File: config.mk
export PLATFORM = sky130hd
export DESIGN_NAME = gvd_acc
export DESIGN_NICKNAME = d
export VERILOG_FILES = /design/src/hdl/gvd_pkg.sv /design/src/hdl/gvd_acc.sv
export SDC_FILE = /design/constraint.sdc
export NUM_CORES = 2
export LEC_CHECK = 0
export BUFFER_PORTS_ARGS = -buffer_cell sky130_fd_sc_hd__buf_2
export CORE_MARGIN = 8
export CORE_UTILIZATION = 30
export DETAILED_ROUTE_END_ITERATION = 10
export GPL_ROUTABILITY_DRIVEN = 0
export GPL_TIMING_DRIVEN = 1
export SETUP_SLACK_MARGIN = 0.2
export SKIP_CTS_REPAIR_TIMING = 1
export SYNTH_ARGS = -nofsm -noshare
export SYNTH_HDL_FRONTEND = slang
export SYNTH_SLANG_ARGS = --single-unit
File: constraint.sdc
create_clock -name clk -period 21.4 [get_ports clk]
set_clock_uncertainty 0.1 [all_clocks]
set_input_delay 3.21 -clock clk [delete_from_list [all_inputs] [get_ports clk]]
set_output_delay 3.21 -clock clk [all_outputs]
set_load 0.1 [all_outputs]
File: src/hdl/gvd_pkg.sv
// types and constants shared by the grid volume difference modules
package gvd_pkg;

	localparam int CFG_IDX_W  = 3;
	localparam int CFG_DATA_W = 32;
	localparam int LINE_LEN_W = 11;
	localparam int LINE_CNT_W = 16;
	localparam int SAMPLE_W   = 32;
	localparam int CNT_W      = 32;
	localparam int MAG_W      = 34;

	localparam logic [CFG_IDX_W-1:0] REG_Z_OFFSET    = 3'd0;
	localparam logic [CFG_IDX_W-1:0] REG_C_OFFSET    = 3'd1;
	localparam logic [CFG_IDX_W-1:0] REG_CELL_AREA   = 3'd2;
	localparam logic [CFG_IDX_W-1:0] REG_LINE_LENGTH = 3'd3;
	localparam logic [CFG_IDX_W-1:0] REG_LINE_COUNT  = 3'd4;

	localparam logic [62:0] POS_CAP = 63'h7FFF_FFFF_FFFF_FFFF;
	localparam logic [63:0] NEG_CAP = 64'h8000_0000_0000_0000;

	typedef struct packed {
		logic             valid;
		logic             counted;
		logic             defined;
		logic             grid_end;
		logic             neg;
		logic [MAG_W-1:0] mag;
	} sq_t;

	typedef struct packed {
		logic [62:0]        volume_positive;
		logic signed [63:0] volume_negative;
		logic signed [63:0] volume_total;
		logic [CNT_W-1:0]   squares_defined;
		logic [CNT_W-1:0]   squares_total;
	} res_t;

endpackage

File: src/hdl/gvd_acc.sv
// square volume multiply, saturation and accumulation of the grid sums
module gvd_acc import gvd_pkg::*; (
	input  logic                  clk,
	input  logic                  arst_n,
	input  logic [CFG_DATA_W-1:0] cell_area,
	input  sq_t                   sq_in,
	output logic                  res_valid,
	output res_t                  res
);

	sq_t sq_s3;

	logic [63:0] p_lo;
	logic [33:0] p_hi;

	logic        v_s4, counted_s4, defined_s4, grid_end_s4, neg_s4;
	logic [63:0] p_lo_s4;
	logic [33:0] p_hi_s4;

	logic [34:0] hi_sum;
	logic [63:0] mag64;

	logic        v_s5, counted_s5, defined_s5, grid_end_s5, neg_s5;
	logic [63:0] mag_s5;

	logic             emit_q;
	logic [62:0]      sum_pos_q, base_pos, nxt_pos, pos_add;
	logic [63:0]      sum_neg_q, base_neg, nxt_neg;
	logic [CNT_W-1:0] cnt_def_q, base_def, nxt_def;
	logic [CNT_W-1:0] cnt_tot_q, base_tot, nxt_tot;

	// stage 3: partial products of magnitude and cell area
	always_ff @(posedge clk or negedge arst_n) begin
		if (!arst_n) begin
			sq_s3 <= '0;
		end else begin
			sq_s3 <= sq_in;
		end
	end

	assign p_lo = 64'(sq_s3.mag[31:0]) * 64'(cell_area);
	assign p_hi = 34'(sq_s3.mag[MAG_W-1:32]) * 34'(cell_area);

	always_ff @(posedge clk or negedge arst_n) begin
		if (!arst_n) begin
			v_s4 <= 1'b0;
		end else begin
			v_s4 <= sq_s3.valid;
		end
	end

	always_ff @(posedge clk) begin
		counted_s4  <= sq_s3.counted;
		defined_s4  <= sq_s3.defined;
		grid_end_s4 <= sq_s3.grid_end;
		neg_s4      <= sq_s3.neg;
		p_lo_s4     <= p_lo;
		p_hi_s4     <= p_hi;
	end

	// stage 4: combine and clip to the signed 64-bit range
	assign hi_sum = 35'(p_hi_s4) + 35'(p_lo_s4[63:32]);
	assign mag64  = (hi_sum >= 35'h0_8000_0000) ? NEG_CAP : {hi_sum[31:0], p_lo_s4[31:0]};

	always_ff @(posedge clk or negedge arst_n) begin
		if (!arst_n) begin
			v_s5 <= 1'b0;
		end else begin
			v_s5 <= v_s4;
		end
	end

	always_ff @(posedge clk) begin
		counted_s5  <= counted_s4;
		defined_s5  <= defined_s4;
		grid_end_s5 <= grid_end_s4;
		neg_s5      <= neg_s4;
		mag_s5      <= mag64;
	end

	// stage 5: saturating sums, restarted right after a grid is emitted
	always_comb begin
		base_pos = emit_q ? '0 : sum_pos_q;
		base_neg = emit_q ? '0 : sum_neg_q;
		base_def = emit_q ? '0 : cnt_def_q;
		base_tot = emit_q ? '0 : cnt_tot_q;
		nxt_pos  = base_pos;
		nxt_neg  = base_neg;
		nxt_def  = base_def;
		nxt_tot  = base_tot;
		pos_add  = (mag_s5 > 64'(POS_CAP)) ? POS_CAP : mag_s5[62:0];
		if (counted_s5) begin
			if (base_tot != '1) begin
				nxt_tot = base_tot + CNT_W'(1);
			end
			if (defined_s5) begin
				if (base_def != '1) begin
					nxt_def = base_def + CNT_W'(1);
				end
				if (neg_s5 && (mag_s5 != '0)) begin
					nxt_neg = (mag_s5 >= (NEG_CAP - base_neg)) ? NEG_CAP : base_neg + mag_s5;
				end else begin
					nxt_pos = (pos_add >= (POS_CAP - base_pos)) ? POS_CAP : base_pos + pos_add;
				end
			end
		end
	end

	always_ff @(posedge clk or negedge arst_n) begin
		if (!arst_n) begin
			sum_pos_q <= '0;
			sum_neg_q <= '0;
			cnt_def_q <= '0;
			cnt_tot_q <= '0;
			emit_q    <= 1'b0;
		end else begin
			emit_q <= v_s5 && grid_end_s5;
			if (v_s5) begin
				sum_pos_q <= nxt_pos;
				sum_neg_q <= nxt_neg;
				cnt_def_q <= nxt_def;
				cnt_tot_q <= nxt_tot;
			end else if (emit_q) begin
				sum_pos_q <= '0;
				sum_neg_q <= '0;
				cnt_def_q <= '0;
				cnt_tot_q <= '0;
			end
		end
	end

	assign res_valid           = emit_q;
	assign res.volume_positive = sum_pos_q;
	assign res.volume_negative = 64'd0 - sum_neg_q;
	assign res.volume_total    = 64'(sum_pos_q) - sum_neg_q;
	assign res.squares_defined = cnt_def_q;
	assign res.squares_total   = cnt_tot_q;

endmodule

Yosys cells after proc, flatten, opt, wreduce, memory -nomap -nowiden
Index checks and enable logic that the tools add are counted.

Equal/unequal tests: 2. Magnitude comparators: 4. Reductions and logical operators: 3. Multiplexer cells: 22. Add/subtract/negate cells: 9. Multiply operators: 2.

Operator list (count): 63-bit 2-to-1 mux (7); 64-bit 2-to-1 mux (6); 32-bit 2-to-1 mux (9); 32-bit by 1-bit adder with 32-bit output (second input constant) (2); 64-bit adder (1); 64-bit >= comparator (1); 64-bit by 63-bit greater-than comparator with 1-bit output (second input constant) (1); 32-bit by 32-bit multiplier with 64-bit output (1); 32-bit != test (second input constant) (2); 64-bit nonzero test (1); 1-bit by 64-bit subtractor with 64-bit output (first input constant) (1); 63-bit by 64-bit subtractor with 64-bit output (1); 64-bit subtractor (first input constant) (1); 63-bit adder (1); 63-bit >= comparator (1); 63-bit subtractor (first input constant) (1); 34-bit by 32-bit adder with 35-bit output (1); 35-bit by 32-bit >= comparator with 1-bit output (second input constant) (1); 2-bit by 32-bit multiplier with 34-bit output (1); 1-bit logical AND (2).

Flip-flop bits (word level): 403. Output and inout bits: 256. Logic and storage cells: 66. Input bits: 73.

Depth between registers and ports, before layout
Word-level depth: 8. Depth in mapped cells: 31. Depth with buffers taken out: 30.

Worst setup path before layout
OpenSTA, ideal clock, no wires.

Path kind: input to register. From: input port cell_area[2]. To: register p_lo_s4[62]. Data arrival time: 10.495 ns. Path buffers: 2. Cell stages on the path: 26. Setup time: 0.134 ns. Path slack: 10.671 ns. Cells stage by stage: clkbuf_1 -> and2_1 -> fa_1 -> inv_1 -> fa_1 -> fa_1 -> fa_1 -> inv_1 -> fa_1 -> fa_1 -> fa_1 -> fa_1 -> ha_1 -> clkbuf_1 -> nand3_1 -> or3_1 -> nor3_1 -> a221o_1 -> a31oi_1 -> o21ai_0 -> a221o_1 -> nand2_1 -> o31ai_1 -> a2111o_1 -> mux2i_1 -> o2111ai_1.

Longest elaborated chain between the ends: 1.

RTL lines: from (decl) (RTL line gvd_acc.sv:5) `input logic [CFG_DATA_W-1:0] cell_area,`; 32-bit by 32-bit multiplier with 64-bit output (RTL line gvd_acc.sv:41) `assign p_lo = 64'(sq_s3.mag[31:0]) * 64'(cell_area);`; via p_lo[62] (RTL line gvd_acc.sv:13) `logic [63:0] p_lo;`; to (signal assigned) (RTL line gvd_acc.sv:57) `p_lo_s4 <= p_lo;`; to (decl) (RTL line gvd_acc.sv:17) `logic [63:0] p_lo_s4;`.

The timed path passes the listed nets, and every way through them passes these cells. A chain may end at the register's enable or synchronous reset.

Final worst setup path
From: input port cell_area[6]. To: register p_lo_s4[62].

The elaborated chain is that of the path after synthesis.

==> flow_summary.json <==
{
  "grt_pass1_wl_um": 331100,
  "cp.arrival_ps": 11930,
  "cp_top_family": "adder cells",
  "rows": 170,
  "final_common_cell": "inv_1",
  "wl_per_cell_um": 20.51,
  "slew_headroom_pct": 25.45,
  "crit_path_max_incr_delay_ps": 870,
  "multi_input_area_um2": 50010,
  "ff_latch_area_um2": 9253,
  "track_usage_pct": 18.18,
  "cp.required_ps": 21790,
  "ys_seq_elements": 403,
  "startpoint_type": "primary input",
  "drv_cap": 0,
  "pin_count": 329,
  "start_util_pct": 30.13,
  "cpMaxStageDelayCell": "a2111oi_0",
  "fmax_mhz": 86.66,
  "mostFrequentLayoutCells": "inv_1 (1044), fa_1 (901), nand2_1 (795)",
  "drive_above_1_share_pct": 7.523,
  "cts_tree": "done",
  "drv_slew": 0,
  "critPathMaxFanout": 34,
  "wirelength_um": 215800,
  "drt_pre_antenna_iters": 8,
  "drtIter0Drc": 4226,
  "critPathKind": "primary input to flip-flop",
  "setup_viol": 0,
  "port_buffers": 328,
  "min_path_type": "flip-flop to flip-flop",
  "finalSetupTns_ps": 0,
  "nFillCells": 22280,
  "design.die.area_um2": 230200,
  "dp_hpwl_um": 169800,
  "syn-num-nets": 9132,
  "vias": 54220,
  "yosysSeqAreaShare_pct": 14.31,
  "path_clk_slew_ps": 60,
  "die_w_um": 479.8,
  "synth_warnings": 0,
  "synth_area_leaders": "fa_1 (28%), ha_1 (11%), dfrtp_1 (9.0%)",
  "gr-total-overflow": 0,
  "synthFlopType": "dfrtp_1",
  "cts_inserted_buffers": 50,
  "numClockSinks": 403,
  "grt_pass1_vias": 55680,
  "yosysTopAreaCell": "fa_1",
  "cts-root-buf": "clkbuf_16",
  "synth-edff-count": 0,
  "syn_area_per_cell_um2": 8.520,
  "worst_pin_slew_ps": 1090,
  "h-tree-depth": 2,
  "hold_viol": 0,
  "outcome": "completed",
  "rsz0062_at_grt": "no",
  "yosysTopAreaCellShare_pct": 27.95,
  "avgViaCountPerCell": 5.152,
  "timing.critical_path.mode_cell": "fa_1",
  "synth.distinct_cells": 79,
  "fin_nets": 9200,
  "clk_latency_ps": 670,
  "netlist_area_um2": 64530,
  "ant_nets": 0,
  "die_h_um": 479.8,
  "final.period_utilization_pct": 53.92,
  "grt_max_degree": 91,
  "antenna_found_initial": 6,
  "end_kind": "flip-flop",
  "syn-instance-count": 7574,
  "core_area_um2": 214200,
  "clock_path_buffers": 3,
  "async_reset_ff_share_pct": 57.82,
  "area_growth_pct": 9.255,
  "path_buf_inv": 6,
  "min_period_ps": 11540,
  "drc": 0
}
-- routing by layer --
layer / vias to the layer above / wire (um) / share of wire [%] / track usage, %
met5: - / 13 / 0.0060 / 0
met4: 2 / 6141 / 2.8 / 4.864
met3: 306 / 17530 / 8.1 / 2.742
met2: 2261 / 95900 / 44 / 29.11
met1: 27160 / 96210 / 45 / 25.60
li1: 24490 / - / - / -
-- stage by stage --
stage	cells	setup WS (ps)	utilization [%]	hold WS, ps	cell area (um2)
6_report	10520	9861	32.91	226.2	70500
5_1_grt	10520	9499	32.91	229.3	70490
4_1_cts	10520	9958	32.91	228.7	70490
3_5_place_dp	10430	9317	32.12	219.7	68790
3_3_place_gp	10430	9365	32.12	220.2	68790
2_1_floorplan	7574	10670	-	209.6	64530
-- state kept, by name (all words and copies together), names as in the netlist, 32 cells and up --
name       cells
cnt_def_q     32
mag_s5        64
sum_pos_q     63
sq_s3         39
sum_neg_q     64
p_hi_s4       34
p_lo_s4       64
cnt_tot_q     32
-- final timing paths --
check	startpoint	end	slack, ps	cells past startpoint
max reg2reg	sq_s3[15]	p_lo_s4[63]	12100	28
min reg2reg	defined_s4	defined_s5	230	0
max in group asynchronous	arst_n	sum_pos_q[7]	16740	3
max	cell_area[6]	p_lo_s4[62]	9860	28
min in group asynchronous	arst_n	sq_s3[7]	2400	1
min	defined_s4	defined_s5	230	0
-- cells in the mapped netlist (9+ instances only) --
| master | number |
|---|---|
| nor2b_1 | 118 |
| xor2_1 | 134 |
| xnor2_1 | 280 |
| o21a_1 | 30 |
| a41oi_1 | 12 |
| nor4_1 | 42 |
| clkbuf_1 | 351 |
| o21ai_0 | 254 |
| nand4_1 | 97 |
| buf_1 | 11 |
| a211oi_1 | 32 |
| o211ai_1 | 28 |
| ha_1 | 584 |
| dfrtp_1 | 233 |
| a21o_1 | 200 |
| o21bai_1 | 48 |
| and4_1 | 9 |
| and3_1 | 39 |
| o31ai_1 | 23 |
| or2_2 | 74 |
| nor3_1 | 80 |
| nor3b_1 | 12 |
| a21oi_1 | 425 |
| and2_1 | 701 |
| a31oi_1 | 40 |
| dfxtp_1 | 170 |
| nand3_1 | 106 |
| or3_1 | 33 |
| o32ai_1 | 21 |
| nor2_1 | 435 |
| fa_1 | 901 |
| nand2_1 | 795 |
| o22ai_1 | 20 |
| inv_1 | 1045 |
| nand2b_1 | 36 |
-- final cells by class --
class                           instances  share of cell area [%]
Antenna cell                            3                 0.01065
Clock buffer                           66                   1.888
Clock inverter                         27                  0.5306
Inverter                             1046                   5.569
Multi-Input combinational cell       5760                   70.93
Sequential cell                       403                   13.12
Tap cell                             2838                   5.037
Timing Repair Buffer                  381                   2.907
-- cells by family after synthesis --
| logic type | synth area share (%) |
|---|---|
| muxes | 0.09695 |
| DFF | 14.31 |
| AOI/OAI and AO/OA | 12.14 |
| adders and majority gates | 39.28 |
| buffers and inverters | 8.217 |
| xor gates and xnor gates | 5.619 |
| and+or+nand+nor | 20.34 |
Power is not shown: default switching activity piles up to over one toggle a cycle in this logic, so the estimate is an artifact.
